==> src/rtl/acbdm_pkg.sv <==
`timescale 1ns / 1ps
// ----------------------------------------------------------------------------
// acbdm_pkg
// Shared types and constants of the converter to backlight level map.
// ----------------------------------------------------------------------------
package acbdm_pkg;

    // field widths
    localparam int SampleW = 15;
    localparam int RawW    = 16;
    localparam int LevelW  = 8;
    localparam int QuotW   = 8;
    localparam int RemW    = SampleW + LevelW;
    localparam int CntW    = 3;

    // constants of the map
    localparam logic [SampleW-1:0] Deadband  = 15'd50;
    localparam logic [LevelW-1:0]  FullLevel = 8'hff;
    localparam logic [SampleW-1:0] HighReset = 15'd4096;
    localparam logic [CntW-1:0]    LastStep  = 3'd7;

    // register indexes on the configuration port
    localparam logic [1:0] RegRangeLow  = 2'd0;
    localparam logic [1:0] RegRangeHigh = 2'd1;
    localparam logic [1:0] RegInvert    = 2'd2;
    localparam logic [1:0] RegTestMode  = 2'd3;

    // controller to datapath commands
    typedef struct packed {
        logic load_in;
        logic eval;
        logic div_step;
        logic div_last;
        logic load_out;
    } cmd_t;

    // datapath to controller status
    typedef struct packed {
        logic need_div;
    } status_t;

endpackage

==> src/rtl/acbdm_ctrl.sv <==
`timescale 1ns / 1ps
// ----------------------------------------------------------------------------
// acbdm_ctrl
// Sequencer: accepts a beat, runs the evaluation and, when the datapath asks
// for it, the divider steps, then hands the result to the output register.
// ----------------------------------------------------------------------------
module acbdm_ctrl (
    input  logic              aclk,
    input  logic              aresetn,
    input  logic              s_tvalid,
    output logic              s_tready,
    output logic              m_tvalid,
    input  logic              m_tready,
    input  acbdm_pkg::status_t stat,
    output acbdm_pkg::cmd_t   cmd
);

    localparam logic [1:0] StIdle = 2'd0;
    localparam logic [1:0] StEval = 2'd1;
    localparam logic [1:0] StDiv  = 2'd2;
    localparam logic [1:0] StDone = 2'd3;

    logic [1:0]                 state_reg, state_next;
    logic [acbdm_pkg::CntW-1:0] cnt_reg, cnt_next;
    logic                       out_valid_reg, out_valid_next;

    assign s_tready = (state_reg == StIdle);
    assign m_tvalid = out_valid_reg;

    // next state and commands
    always_comb begin
        state_next     = state_reg;
        cnt_next       = cnt_reg;
        out_valid_next = out_valid_reg;
        cmd            = '0;
        if (out_valid_reg && m_tready) begin
            out_valid_next = 1'b0;
        end
        case (state_reg)
            StIdle: begin
                if (s_tvalid) begin
                    cmd.load_in = 1'b1;
                    state_next  = StEval;
                end
            end
            StEval: begin
                cmd.eval = 1'b1;
                cnt_next = '0;
                if (stat.need_div) begin
                    state_next = StDiv;
                end else begin
                    state_next = StDone;
                end
            end
            StDiv: begin
                cmd.div_step = 1'b1;
                cmd.div_last = (cnt_reg == acbdm_pkg::LastStep);
                cnt_next     = cnt_reg + 1'b1;
                if (cmd.div_last) begin
                    state_next = StDone;
                end
            end
            StDone: begin
                if (!out_valid_reg || m_tready) begin
                    cmd.load_out   = 1'b1;
                    out_valid_next = 1'b1;
                    state_next     = StIdle;
                end
            end
            default: begin
                state_next = StIdle;
            end
        endcase
    end

    // control registers
    always_ff @(posedge aclk) begin
        if (!aresetn) begin
            state_reg     <= StIdle;
            cnt_reg       <= '0;
            out_valid_reg <= 1'b0;
        end else begin
            state_reg     <= state_next;
            cnt_reg       <= cnt_next;
            out_valid_reg <= out_valid_next;
        end
    end

    // output slot is free whenever a result is loaded
    a_load_free: assert property (@(posedge aclk) disable iff (!aresetn)
        cmd.load_out |-> (!out_valid_reg || m_tready))
        else $error("result loaded over a pending beat");

    // a waiting result is not dropped
    a_hold_out: assert property (@(posedge aclk) disable iff (!aresetn)
        (out_valid_reg && !m_tready) |=> out_valid_reg)
        else $error("pending result lost");

    // evaluation only follows an accepted beat
    a_eval_after_accept: assert property (@(posedge aclk) disable iff (!aresetn)
        (state_reg == StEval) |-> $past(s_tvalid && s_tready))
        else $error("evaluation without input beat");

    // divider finishes into the hand-off state
    a_div_done: assert property (@(posedge aclk) disable iff (!aresetn)
        cmd.div_last |=> (state_reg == StDone))
        else $error("divider end not followed by hand-off");

endmodule

==> src/rtl/acbdm_dp.sv <==
`timescale 1ns / 1ps
// ----------------------------------------------------------------------------
// acbdm_dp
// Datapath: configuration registers, sample state, deadband test, min / max
// tracking and a restoring divider giving one quotient bit per cycle.
// ----------------------------------------------------------------------------
module acbdm_dp (
    input  logic                           aclk,
    input  logic                           aresetn,
    // configuration
    input  logic                           psel,
    input  logic                           penable,
    input  logic                           pwrite,
    input  logic [3:0]                     paddr,
    input  logic [31:0]                    pwdata,
    output logic [31:0]                    prdata,
    // input beat
    input  logic [acbdm_pkg::RawW-1:0]     in_raw,
    input  logic                           in_ok,
    // result
    output logic [39:0]                    out_data,
    output logic [2:0]                     out_user,
    // control
    input  acbdm_pkg::cmd_t                cmd,
    output acbdm_pkg::status_t             stat
);

    localparam int SW = acbdm_pkg::SampleW;
    localparam int LW = acbdm_pkg::LevelW;
    localparam int RW = acbdm_pkg::RemW;

    // configuration registers
    logic [SW-1:0] range_low_reg, range_high_reg;
    logic          invert_reg, test_mode_reg;

    // sample state
    logic [SW-1:0] accepted_sample_reg, lowest_reg, highest_reg;
    logic          accepted_valid_reg, extremes_seen_reg;
    logic [LW-1:0] level_reg;
    logic          upd_reg, good_reg;

    // latched input beat
    logic [acbdm_pkg::RawW-1:0] raw_reg;
    logic                       ok_reg;

    // divider
    logic [RW-1:0]              rem_reg;
    logic [RW-1:0]              dsr_reg;
    logic [acbdm_pkg::QuotW-1:0] quot_reg;

    // output payload
    logic [39:0] out_data_reg;
    logic [2:0]  out_user_reg;

    logic          cfg_wr;
    logic [1:0]    cfg_idx;
    logic          good;
    logic [SW-1:0] smp, diff, span;
    logic          take, below, above;
    logic [LW-1:0] direct_lvl, quot_final, lvl_new;
    logic [RW-1:0] num, trial;
    logic          ge;

    assign cfg_wr  = psel && penable && pwrite;
    assign cfg_idx = paddr[3:2];

    // register read back
    always_comb begin
        case (cfg_idx)
            acbdm_pkg::RegRangeLow:  prdata = {17'd0, range_low_reg};
            acbdm_pkg::RegRangeHigh: prdata = {17'd0, range_high_reg};
            acbdm_pkg::RegInvert:    prdata = {31'd0, invert_reg};
            acbdm_pkg::RegTestMode:  prdata = {31'd0, test_mode_reg};
            default:                 prdata = '0;
        endcase
    end

    // deadband test and direct map
    always_comb begin
        good  = ok_reg && !raw_reg[acbdm_pkg::RawW-1];
        smp   = raw_reg[SW-1:0];
        diff  = (smp > accepted_sample_reg) ? (smp - accepted_sample_reg)
                                            : (accepted_sample_reg - smp);
        take  = good && (!accepted_valid_reg || (diff > acbdm_pkg::Deadband));
        below = (smp < range_low_reg);
        above = (smp > range_high_reg);
        span  = range_high_reg - range_low_reg;
        stat.need_div = take && !below && !above && (span != '0);
        if (above && !below) begin
            direct_lvl = acbdm_pkg::FullLevel;
        end else begin
            direct_lvl = '0;
        end
        // numerator (s - low) * 255
        num = {smp - range_low_reg, {LW{1'b0}}} - {{LW{1'b0}}, smp - range_low_reg};
    end

    // one restoring divider step
    always_comb begin
        ge         = (rem_reg >= dsr_reg);
        trial      = rem_reg - dsr_reg;
        quot_final = {quot_reg[acbdm_pkg::QuotW-2:0], ge};
        lvl_new    = cmd.div_last ? quot_final : direct_lvl;
        if (invert_reg) begin
            lvl_new = acbdm_pkg::FullLevel - lvl_new;
        end
    end

    // configuration and state registers
    always_ff @(posedge aclk) begin
        if (!aresetn) begin
            range_low_reg       <= '0;
            range_high_reg      <= acbdm_pkg::HighReset;
            invert_reg          <= 1'b0;
            test_mode_reg       <= 1'b0;
            accepted_sample_reg <= '0;
            accepted_valid_reg  <= 1'b0;
            level_reg           <= acbdm_pkg::FullLevel;
            lowest_reg          <= '0;
            highest_reg         <= '0;
            extremes_seen_reg   <= 1'b0;
        end else begin
            if (cfg_wr) begin
                case (cfg_idx)
                    acbdm_pkg::RegRangeLow:  range_low_reg  <= pwdata[SW-1:0];
                    acbdm_pkg::RegRangeHigh: range_high_reg <= pwdata[SW-1:0];
                    acbdm_pkg::RegInvert:    invert_reg     <= pwdata[0];
                    acbdm_pkg::RegTestMode:  test_mode_reg  <= pwdata[0];
                    default: ;
                endcase
            end
            if (cmd.eval) begin
                // min / max tracking
                if (good && test_mode_reg) begin
                    extremes_seen_reg <= 1'b1;
                    if (!extremes_seen_reg || smp < lowest_reg) begin
                        lowest_reg <= smp;
                    end
                    if (!extremes_seen_reg || smp > highest_reg) begin
                        highest_reg <= smp;
                    end
                end
                if (take) begin
                    accepted_sample_reg <= smp;
                    accepted_valid_reg  <= 1'b1;
                    if (!stat.need_div) begin
                        level_reg <= lvl_new;
                    end
                end
            end
            if (cmd.div_last) begin
                level_reg <= lvl_new;
            end
        end
    end

    // input latch, divider and result payload
    always_ff @(posedge aclk) begin
        if (cmd.load_in) begin
            raw_reg <= in_raw;
            ok_reg  <= in_ok;
        end
        if (cmd.eval) begin
            upd_reg  <= take;
            good_reg <= good;
            rem_reg  <= num;
            dsr_reg  <= {1'b0, span, {(LW-1){1'b0}}};
            quot_reg <= '0;
        end
        if (cmd.div_step) begin
            if (ge) begin
                rem_reg <= trial;
            end
            dsr_reg  <= {1'b0, dsr_reg[RW-1:1]};
            quot_reg <= quot_final;
        end
        if (cmd.load_out) begin
            out_data_reg <= {2'b00, highest_reg, lowest_reg, level_reg};
            out_user_reg <= {extremes_seen_reg, good_reg, upd_reg};
        end
    end

    assign out_data = out_data_reg;
    assign out_user = out_user_reg;

endmodule

==> src/rtl/adc_to_backlight_deadband_map_core.sv <==
`timescale 1ns / 1ps
// ----------------------------------------------------------------------------
// adc_to_backlight_deadband_map_core
// Converter word to backlight level map with deadband and min / max tracking.
// ----------------------------------------------------------------------------
// One result beat per input beat. A beat that is rejected, that stays inside
// the deadband, or whose level needs no division passes from the accept
// through the evaluation state to the hand-off state, where its result is
// loaded. A taken sample inside a nonzero range, bounds included, also runs
// the restoring divider first, one quotient bit per cycle. The next beat is
// accepted in the cycle after the result is loaded into the output register,
// so a waiting result stalls the block only while its slot is full.
// ----------------------------------------------------------------------------
module adc_to_backlight_deadband_map_core (
    input  logic        aclk,
    input  logic        aresetn,
    // configuration port
    input  logic        psel,
    input  logic        penable,
    input  logic        pwrite,
    input  logic [3:0]  paddr,
    input  logic [31:0] pwdata,
    output logic [31:0] prdata,
    output logic        pready,
    // input stream
    input  logic        s_tvalid,
    output logic        s_tready,
    input  logic [15:0] s_tdata,   // raw_word[15:0]
    input  logic        s_tuser,   // read_ok
    // result stream
    output logic        m_tvalid,
    input  logic        m_tready,
    output logic [39:0] m_tdata,   // brightness[7:0], min_seen[22:8], max_seen[37:23]
    output logic [2:0]  m_tuser    // updated[0], sample_good[1], extremes_valid[2]
);

    acbdm_pkg::cmd_t    cmd;
    acbdm_pkg::status_t stat;

    assign pready = 1'b1;

    acbdm_ctrl u_ctrl (
        .aclk     (aclk),
        .aresetn  (aresetn),
        .s_tvalid (s_tvalid),
        .s_tready (s_tready),
        .m_tvalid (m_tvalid),
        .m_tready (m_tready),
        .stat     (stat),
        .cmd      (cmd)
    );

    acbdm_dp u_dp (
        .aclk     (aclk),
        .aresetn  (aresetn),
        .psel     (psel),
        .penable  (penable),
        .pwrite   (pwrite),
        .paddr    (paddr),
        .pwdata   (pwdata),
        .prdata   (prdata),
        .in_raw   (s_tdata),
        .in_ok    (s_tuser),
        .out_data (m_tdata),
        .out_user (m_tuser),
        .cmd      (cmd),
        .stat     (stat)
    );

endmodule
==> config.mk <==
export PLATFORM = sky130hd
export DESIGN_NAME = adc_to_backlight_deadband_map_core
export DESIGN_NICKNAME = d
export VERILOG_FILES = /design/src/rtl/acbdm_pkg.sv /design/src/rtl/acbdm_ctrl.sv /design/src/rtl/acbdm_dp.sv /design/src/rtl/adc_to_backlight_deadband_map_core.sv
export SDC_FILE = /design/constraint.sdc
export NUM_CORES = 1
export LEC_CHECK = 0
export BUFFER_PORTS_ARGS = -buffer_cell sky130_fd_sc_hd__buf_2
export CORE_UTILIZATION = 55
export CTS_CLUSTER_DIAMETER = 60
export DETAILED_ROUTE_END_ITERATION = 7
export PLACE_DENSITY = 0.85
export REMOVE_ABC_BUFFERS = 1
export SYNTH_ARGS = -nofsm -noshare
export SYNTH_HDL_FRONTEND = slang
export SYNTH_HIERARCHICAL = 1
export SYNTH_SLANG_ARGS = --single-unit
==> constraint.sdc <==
create_clock -name aclk -period 9.86 [get_ports aclk]
set_clock_uncertainty 0.05 [all_clocks]
set_input_delay 1.972 -clock aclk [delete_from_list [all_inputs] [get_ports aclk]]
set_output_delay 1.972 -clock aclk [all_outputs]
set_load 0.01 [all_outputs]
# Word level (Yosys, flattened, before mapping)

Cells that the tools add are included.

Latch bits: 0
ROM bits: 0
Output and inout bits: 78
Input bits: 60
Memories: 0
Bits in writable memories: 0
Word-level logic and storage cells: 117
Register bits: 205

Magnitude comparators: 7
Mux-type cells: 31
Multiply operators: 0
Reduce and logical (&&, ||, !) cells: 37
Add/subtract/negate cells: 8
Div/mod/pow operators: 0
Equal/unequal tests: 11
Shift operators: 0
Bitwise gates (word level): 0

Operators by type and width:

| cell                                                                             | count |
|---|---|
| 32-bit one-hot mux with 4 select lines                                           | 1 |
| 23-bit two-way mux                                                               | 3 |
| 15-bit subtractor                                                                | 4 |
| 8-bit two-way mux                                                                | 7 |
| 15-bit greater-than comparator                                                   | 3 |
| 15-bit < comparator                                                              | 2 |
| 23-bit by 22-bit >= comparator with 1-bit output                                 | 1 |
| 23-bit by 15-bit subtractor with 23-bit output                                   | 1 |
| 23-bit by 22-bit subtractor with 23-bit output                                   | 1 |
| 22-bit two-way mux                                                               | 1 |
| 21-bit two-way mux                                                               | 1 |
| 15-bit by 6-bit greater-than comparator with 1-bit output, second input constant | 1 |
| 15-bit two-way mux                                                               | 1 |
| 15-bit nonzero test                                                              | 1 |
| 7-bit two-way mux                                                                | 2 |
| 2-bit AND reduction                                                              | 6 |
| 3-bit AND reduction                                                              | 4 |
| 1-bit logical AND                                                                | 10 |
| 1-bit two-way mux                                                                | 9 |
| 2-bit == test, second input constant                                             | 4 |
| 2-bit two-way mux                                                                | 4 |
| 2-bit one-hot mux with 4 select lines                                            | 1 |
| 2-bit nonzero test                                                               | 4 |
| 8-bit subtractor, first input constant                                           | 1 |
| other kinds (9)                                                                  | 21 |

# Logic depth before layout (Yosys ltp)

Depth in word-level cells: 12
Mapped depth: 19
Gate-level depth less buffers: 19

# Cells and area by module

Netlist, hierarchy kept.

Modules (own cells, without submodules):

| module                             | seq. area each (µm²) | instances | area an instance (µm²) | cells an instance |
|---|---|---|---|---|
| acbdm_dp                           | 4,874.7              | 1         | 13,387.8               | 1,499 |
| acbdm_ctrl                         | 120.1                | 1         | 379.1                  | 41 |
| adc_to_backlight_deadband_map_core | 0.0                  | 1         | 11.3                   | 2 |

# Worst setup path before layout

Ideal clock, no wire load.

Kind: input port to output port
From: input paddr[2]
To: output prdata[10]
Slack: 4.728 ns
Path buffers: 2
Cell stages on the path: 4
Data required time: 7.838 ns
Arrival time: 3.110 ns
Cells stage by stage: clkbuf_1 > clkbuf_1 > mux2i_1 > nor2_1

Cells in the longest elaborated chain, start to end: 2
Elaborated cells between the ends (all ways): 5
Those cells by class: eq/ne (3); mux (1); reduce/logical (1)

Ends and longest elaborated chain:

| item                                        | RTL line                                 | text |
|---|---|---|
| from (decl)                                 | adc_to_backlight_deadband_map_core.sv:21 | `input logic [3:0] paddr,` |
| 2-bit == test, or another cell as far along | acbdm_dp.sv:69                           | `case (cfg_idx)` |
| 32-bit one-hot mux with 4 select lines *    | acbdm_dp.sv:69                           |  |
| to (decl)                                   | adc_to_backlight_deadband_map_core.sv:23 | `output logic [31:0] prdata,` |

Every way passes the cells marked *; elsewhere a longest branch is shown, timed or not. The select of a mux whose other input is x is not followed.

# Worst setup path after layout

From: register u_dp/raw_reg[8] (netlist bit)
To: register u_dp.level_reg[3]

Cells in the longest elaborated chain, start to end: 11
Elaborated cells between the ends (all ways): 26
Those cells by class: add/sub (3); order compare (4); eq/ne (1); mux (8); reduce/logical (10)

Ends and longest elaborated chain:

| item                   | RTL line                       | text |
|---|---|---|
| from (decl)            | acbdm_dp.sv:43                 | `logic [acbdm_pkg::RawW-1:0] raw_reg;` |
| from (signal assigned) | acbdm_dp.sv:160                | `raw_reg <= in_raw;` |
| 15-bit < comparator    | acbdm_dp.sv:85                 | `below = (smp < range_low_reg);` |
| 1-bit zero test        | acbdm_dp.sv:88, acbdm_dp.sv:89 |  |
| 1-bit logical AND      | acbdm_dp.sv:89                 | `if (above && !below) begin` |
| 8-bit two-way mux      | acbdm_dp.sv:89                 |  |
| 8-bit two-way mux      | acbdm_dp.sv:103                | `lvl_new = cmd.div_last ? quot_final : direct_lvl;` |
| 8-bit subtractor       | acbdm_dp.sv:105                | `lvl_new = acbdm_pkg::FullLevel - lvl_new;` |
| 8-bit two-way mux      | acbdm_dp.sv:104                | `if (invert_reg) begin` |
| 8-bit two-way mux      | acbdm_dp.sv:146                | `if (!stat.need_div) begin` |
| 8-bit two-way mux      | acbdm_dp.sv:143                | `if (take) begin` |
| 8-bit two-way mux      | acbdm_dp.sv:132                | `if (cmd.eval) begin` |
| 8-bit two-way mux      | acbdm_dp.sv:151                | `if (cmd.div_last) begin` |
| to (signal assigned)   | acbdm_dp.sv:118                | `level_reg <= acbdm_pkg::FullLevel;` |
| to (signal assigned)   | acbdm_dp.sv:147                | `level_reg <= lvl_new;` |
| to (signal assigned)   | acbdm_dp.sv:152                | `level_reg <= lvl_new;` |
| to (decl)              | acbdm_dp.sv:39                 | `logic [LW-1:0] level_reg;` |

Parallel ways exist; a longest one is shown, timed or not. The select of a mux whose other input is x is not followed.
A chain may end at the register's enable or synchronous reset.

==> summary.md <==
| Metric | Value |
|---|---|
| Outcome | complete, no violations |
| Hold crit path type | flop to flop |
| Drt wl/cell | around 18 um |
| # placed instances | 1921 |
| Hold_buf cts | 0 |
| Final Setup Violations | 0 |
| Layout area overhead | 11.2% |
| Worst path cell trace | ha_1 > and4_1 > nor4b_2 > a211o_1 > a21oi_2 > nand2_1 > a2111oi_0 > or4_4 > a221oi_2 > a21oi_2 > buf_4 > and2_4 > o311ai_1 |
| Crit. End Element | flop |
| Final period utilization | 0.575 |
| Detail Placement HPWL | 25.6 mm |
| Crit path top cell by count | a21oi_2 |
| CTS root buf | clkbuf_16 |
| Ys Warns | 6 |
| Final ANT Viol Nets | 0 |
| Initial core utilization | 0.563 |
| Yosys reg bits | 205 |
| Core ar. | 0.0245 mm^2 |
| Vias in the first global route | 11098 |
| Setup TNS | 0 ns |
| Syn Area/Cell | 8.94 um^2 |
| Rows | 57 |
| Die height | 160 um |
| Clock-pin slew on the worst setup and hold paths | 0.06 ns |
| Number of I/O port buffers | 98 |
| Crit path DAT | roughly 6.0 ns |
| Register area share after synthesis | 0.363 |
| Gr ovfl total | 0 |
| Number of vias per cell | 5.89 |
| Hold Vio Cnt, Final | 0 |
| Worst slew margin | 0.186 |
| Setup bufs post-CTS | 0 |
| Minimum clock period | approximately 5.7 ns |
| Total CTS buffers | 24 |
| Final WS setup | 4.19 ns |
| Max Slew Vio Count | 0 |
| Tightest Pin Transition | 1.22 ns |
| Most frequent cells in the layout | 158 x nand2_1, 150 x inv_1, 139 x ha_1 |
| Critical Path RT | a little over 10 ns |
| Nets | between 1500 and 2000 |
| Die Wd | 160 um |
| # resized after CTS | 0 |
| Total track usage | 0.266 |
| Cells after synthesis | 1542 |
| Initial drt markers | 1012 |
| Largest net degree at the start of global routing | 65 |
| CP Launch Type | flop |
| RSZ-0062 raised after global routing | false |
| Final std cells w/o fill | 1966 |
| Fraction of registers with async set/reset | 0 |
| Leakage | 6.34 nW |
| Prevailing post-synth register cell | dfxtp_1 |
| Io pins | 138 |
| Biggest cell delay along the critical path | 0.74 ns |
| Fmax achieved | 176 MHz |
| WL final | 34.8 mm |
| Commonest non-fill, non-tap cell in the layout | nand2_1 |
| H-tree Lvls | 1 |
| Synthesized cell area | around 0.014 mm^2 |
| Synth unique cells | 85 |
| GP Congestion | 0.977 |
| Share of layout cells above drive strength 1 | 0.116 |
| Dpl ws | between 4 and 5 ns |
| CTS tree | built |
| Clock sinks | 205 |
| CTS max path bufs | 3 |
| CP delay by family, top | compound AO/OA/AOI/OAI gates |
| Peak supply drop | 185 uV |
| Number of flops mapped to enable cells by yosys | 89 |
| Die area | 0.0257 mm^2 |
| Initial DRT Pass Iterations | 7 |
| CP bufs+invs | 1 |
| CP max-delay cell | edfxtp_1 |
| Critical path peak fanout | 18 |
| Critical path class | flop to flop |
| Insertion delay to the later sink of the worst-skew pair | 0.52 ns |
| Initial antenna violation count | 1 |
| PD cells | 281 mW/mm^2 |
| Max-cap violations | 0 |
| First-pass GRT wire length | 55.6 mm |
| Detailed-route DRC error count | 0 |
| Total number of vias | between 10000 and 15000 |
| Largest register FFs | 38 |
[final timing paths]
check | start | to | slack [ns] | cells past startpoint
worst max-delay path | u_dp/raw_reg[8] | u_dp/level_reg[3] | 4.19 | 13
worst min-delay path | u_dp/level_reg[7] | u_dp/out_data[7] | 0.38 | 0
worst max register to register | u_dp/raw_reg[8] | u_dp/level_reg[3] | 4.19 | 13
worst min register to register | u_dp/level_reg[7] | u_dp/out_data[7] | 0.38 | 0
[synthesized netlist by cell type (7+ instances only)]
cell | instances | area share
buf_1 | 7 | 0.0019
nand4_1 | 17 | 0.0077
edfxtp_1 | 89 | 0.19
o31ai_1 | 26 | 0.014
nor2_1 | 104 | 0.028
inv_1 | 150 | 0.041
clkbuf_1 | 37 | 0.010
ha_1 | 139 | 0.13
a21boi_0 | 7 | 0.0038
a31oi_1 | 8 | 0.0036
and2_1 | 14 | 0.0064
xor2_1 | 27 | 0.017
mux2i_1 | 57 | 0.041
a21o_1 | 27 | 0.015
and3_1 | 9 | 0.0041
o21a_1 | 22 | 0.012
a211oi_1 | 18 | 0.0098
or3_1 | 14 | 0.0064
nand2_1 | 158 | 0.043
o21ai_0 | 70 | 0.025
nor2b_1 | 26 | 0.012
xnor2_1 | 47 | 0.030
a21oi_1 | 100 | 0.036
nor3_1 | 23 | 0.0084
a211o_1 | 8 | 0.0051
buf_4 | 20 | 0.011
o211ai_1 | 8 | 0.0044
nand2b_1 | 15 | 0.0068
o21bai_1 | 8 | 0.0044
dfxtp_1 | 116 | 0.17
nand3_1 | 41 | 0.015
[layer usage]
layer | part of all wire | wire length [um] | up-vias | global-route usage
met4 | 0.026 | 911 | 0 | 0.0758
met3 | 0.074 | 2580 | 80 | 0.0369
met5 | 0 | 0 | - | 0
met2 | 0.46 | 16000 | 459 | 0.444
li1 | - | - | 5606 | -
met1 | 0.44 | 15300 | 5427 | 0.358
[area by class of cell]
cell class	instances	area (um^2)
clock inverters	14	176
well taps	324	405
fillers	1981	9140
clock buffers	30	654
multi-input cells	1129	7930
repair buffers	111	588
inverters	152	571
diodes	1	2.50
flip-flops and latches	205	4990
[power breakdown]
| group | internal, W | switching [W] | leakage, nW |
|---|---|---|---|
| Clock | 0.000574 | 0.000354 | 0.410 |
| Sequential | 0.00111 | 0.000130 | 1.80 |
| Combinational | 0.000870 | 0.00127 | 4.14 |
| Total | 0.00255 | 0.00176 | 6.34 |
[metrics by stage]
step / utilization / hold slack (ns) / cell area, um^2 / power [W]
2_1_floorplan: - / 0.350 / 13500 / 0.00283
3_3_place_gp: 0.592 / 0.365 / 14500 / 0.00326
3_5_place_dp: 0.592 / 0.366 / 14500 / 0.00333
4_1_cts: 0.626 / 0.380 / 15300 / 0.00428
5_1_grt: 0.626 / 0.386 / 15300 / 0.00459
6_report: 0.626 / 0.379 / 15300 / 0.00431
[cell families (layout without fill, tap and decap cells)]
group                      Yosys count  count (layout)  synth area share
other                                2              21          0.000545
DFF                                205             205             0.363
xor gates and xnor gates            74              74            0.0470
muxes                               61              61            0.0455
and+or+nand+nor                    465             465             0.164
adders and majority gates          144             144             0.133
AOI/OAI and AO/OA                  365             365             0.177
buffers and inverters              226             307            0.0693
Power figures use the tool's default switching activity.
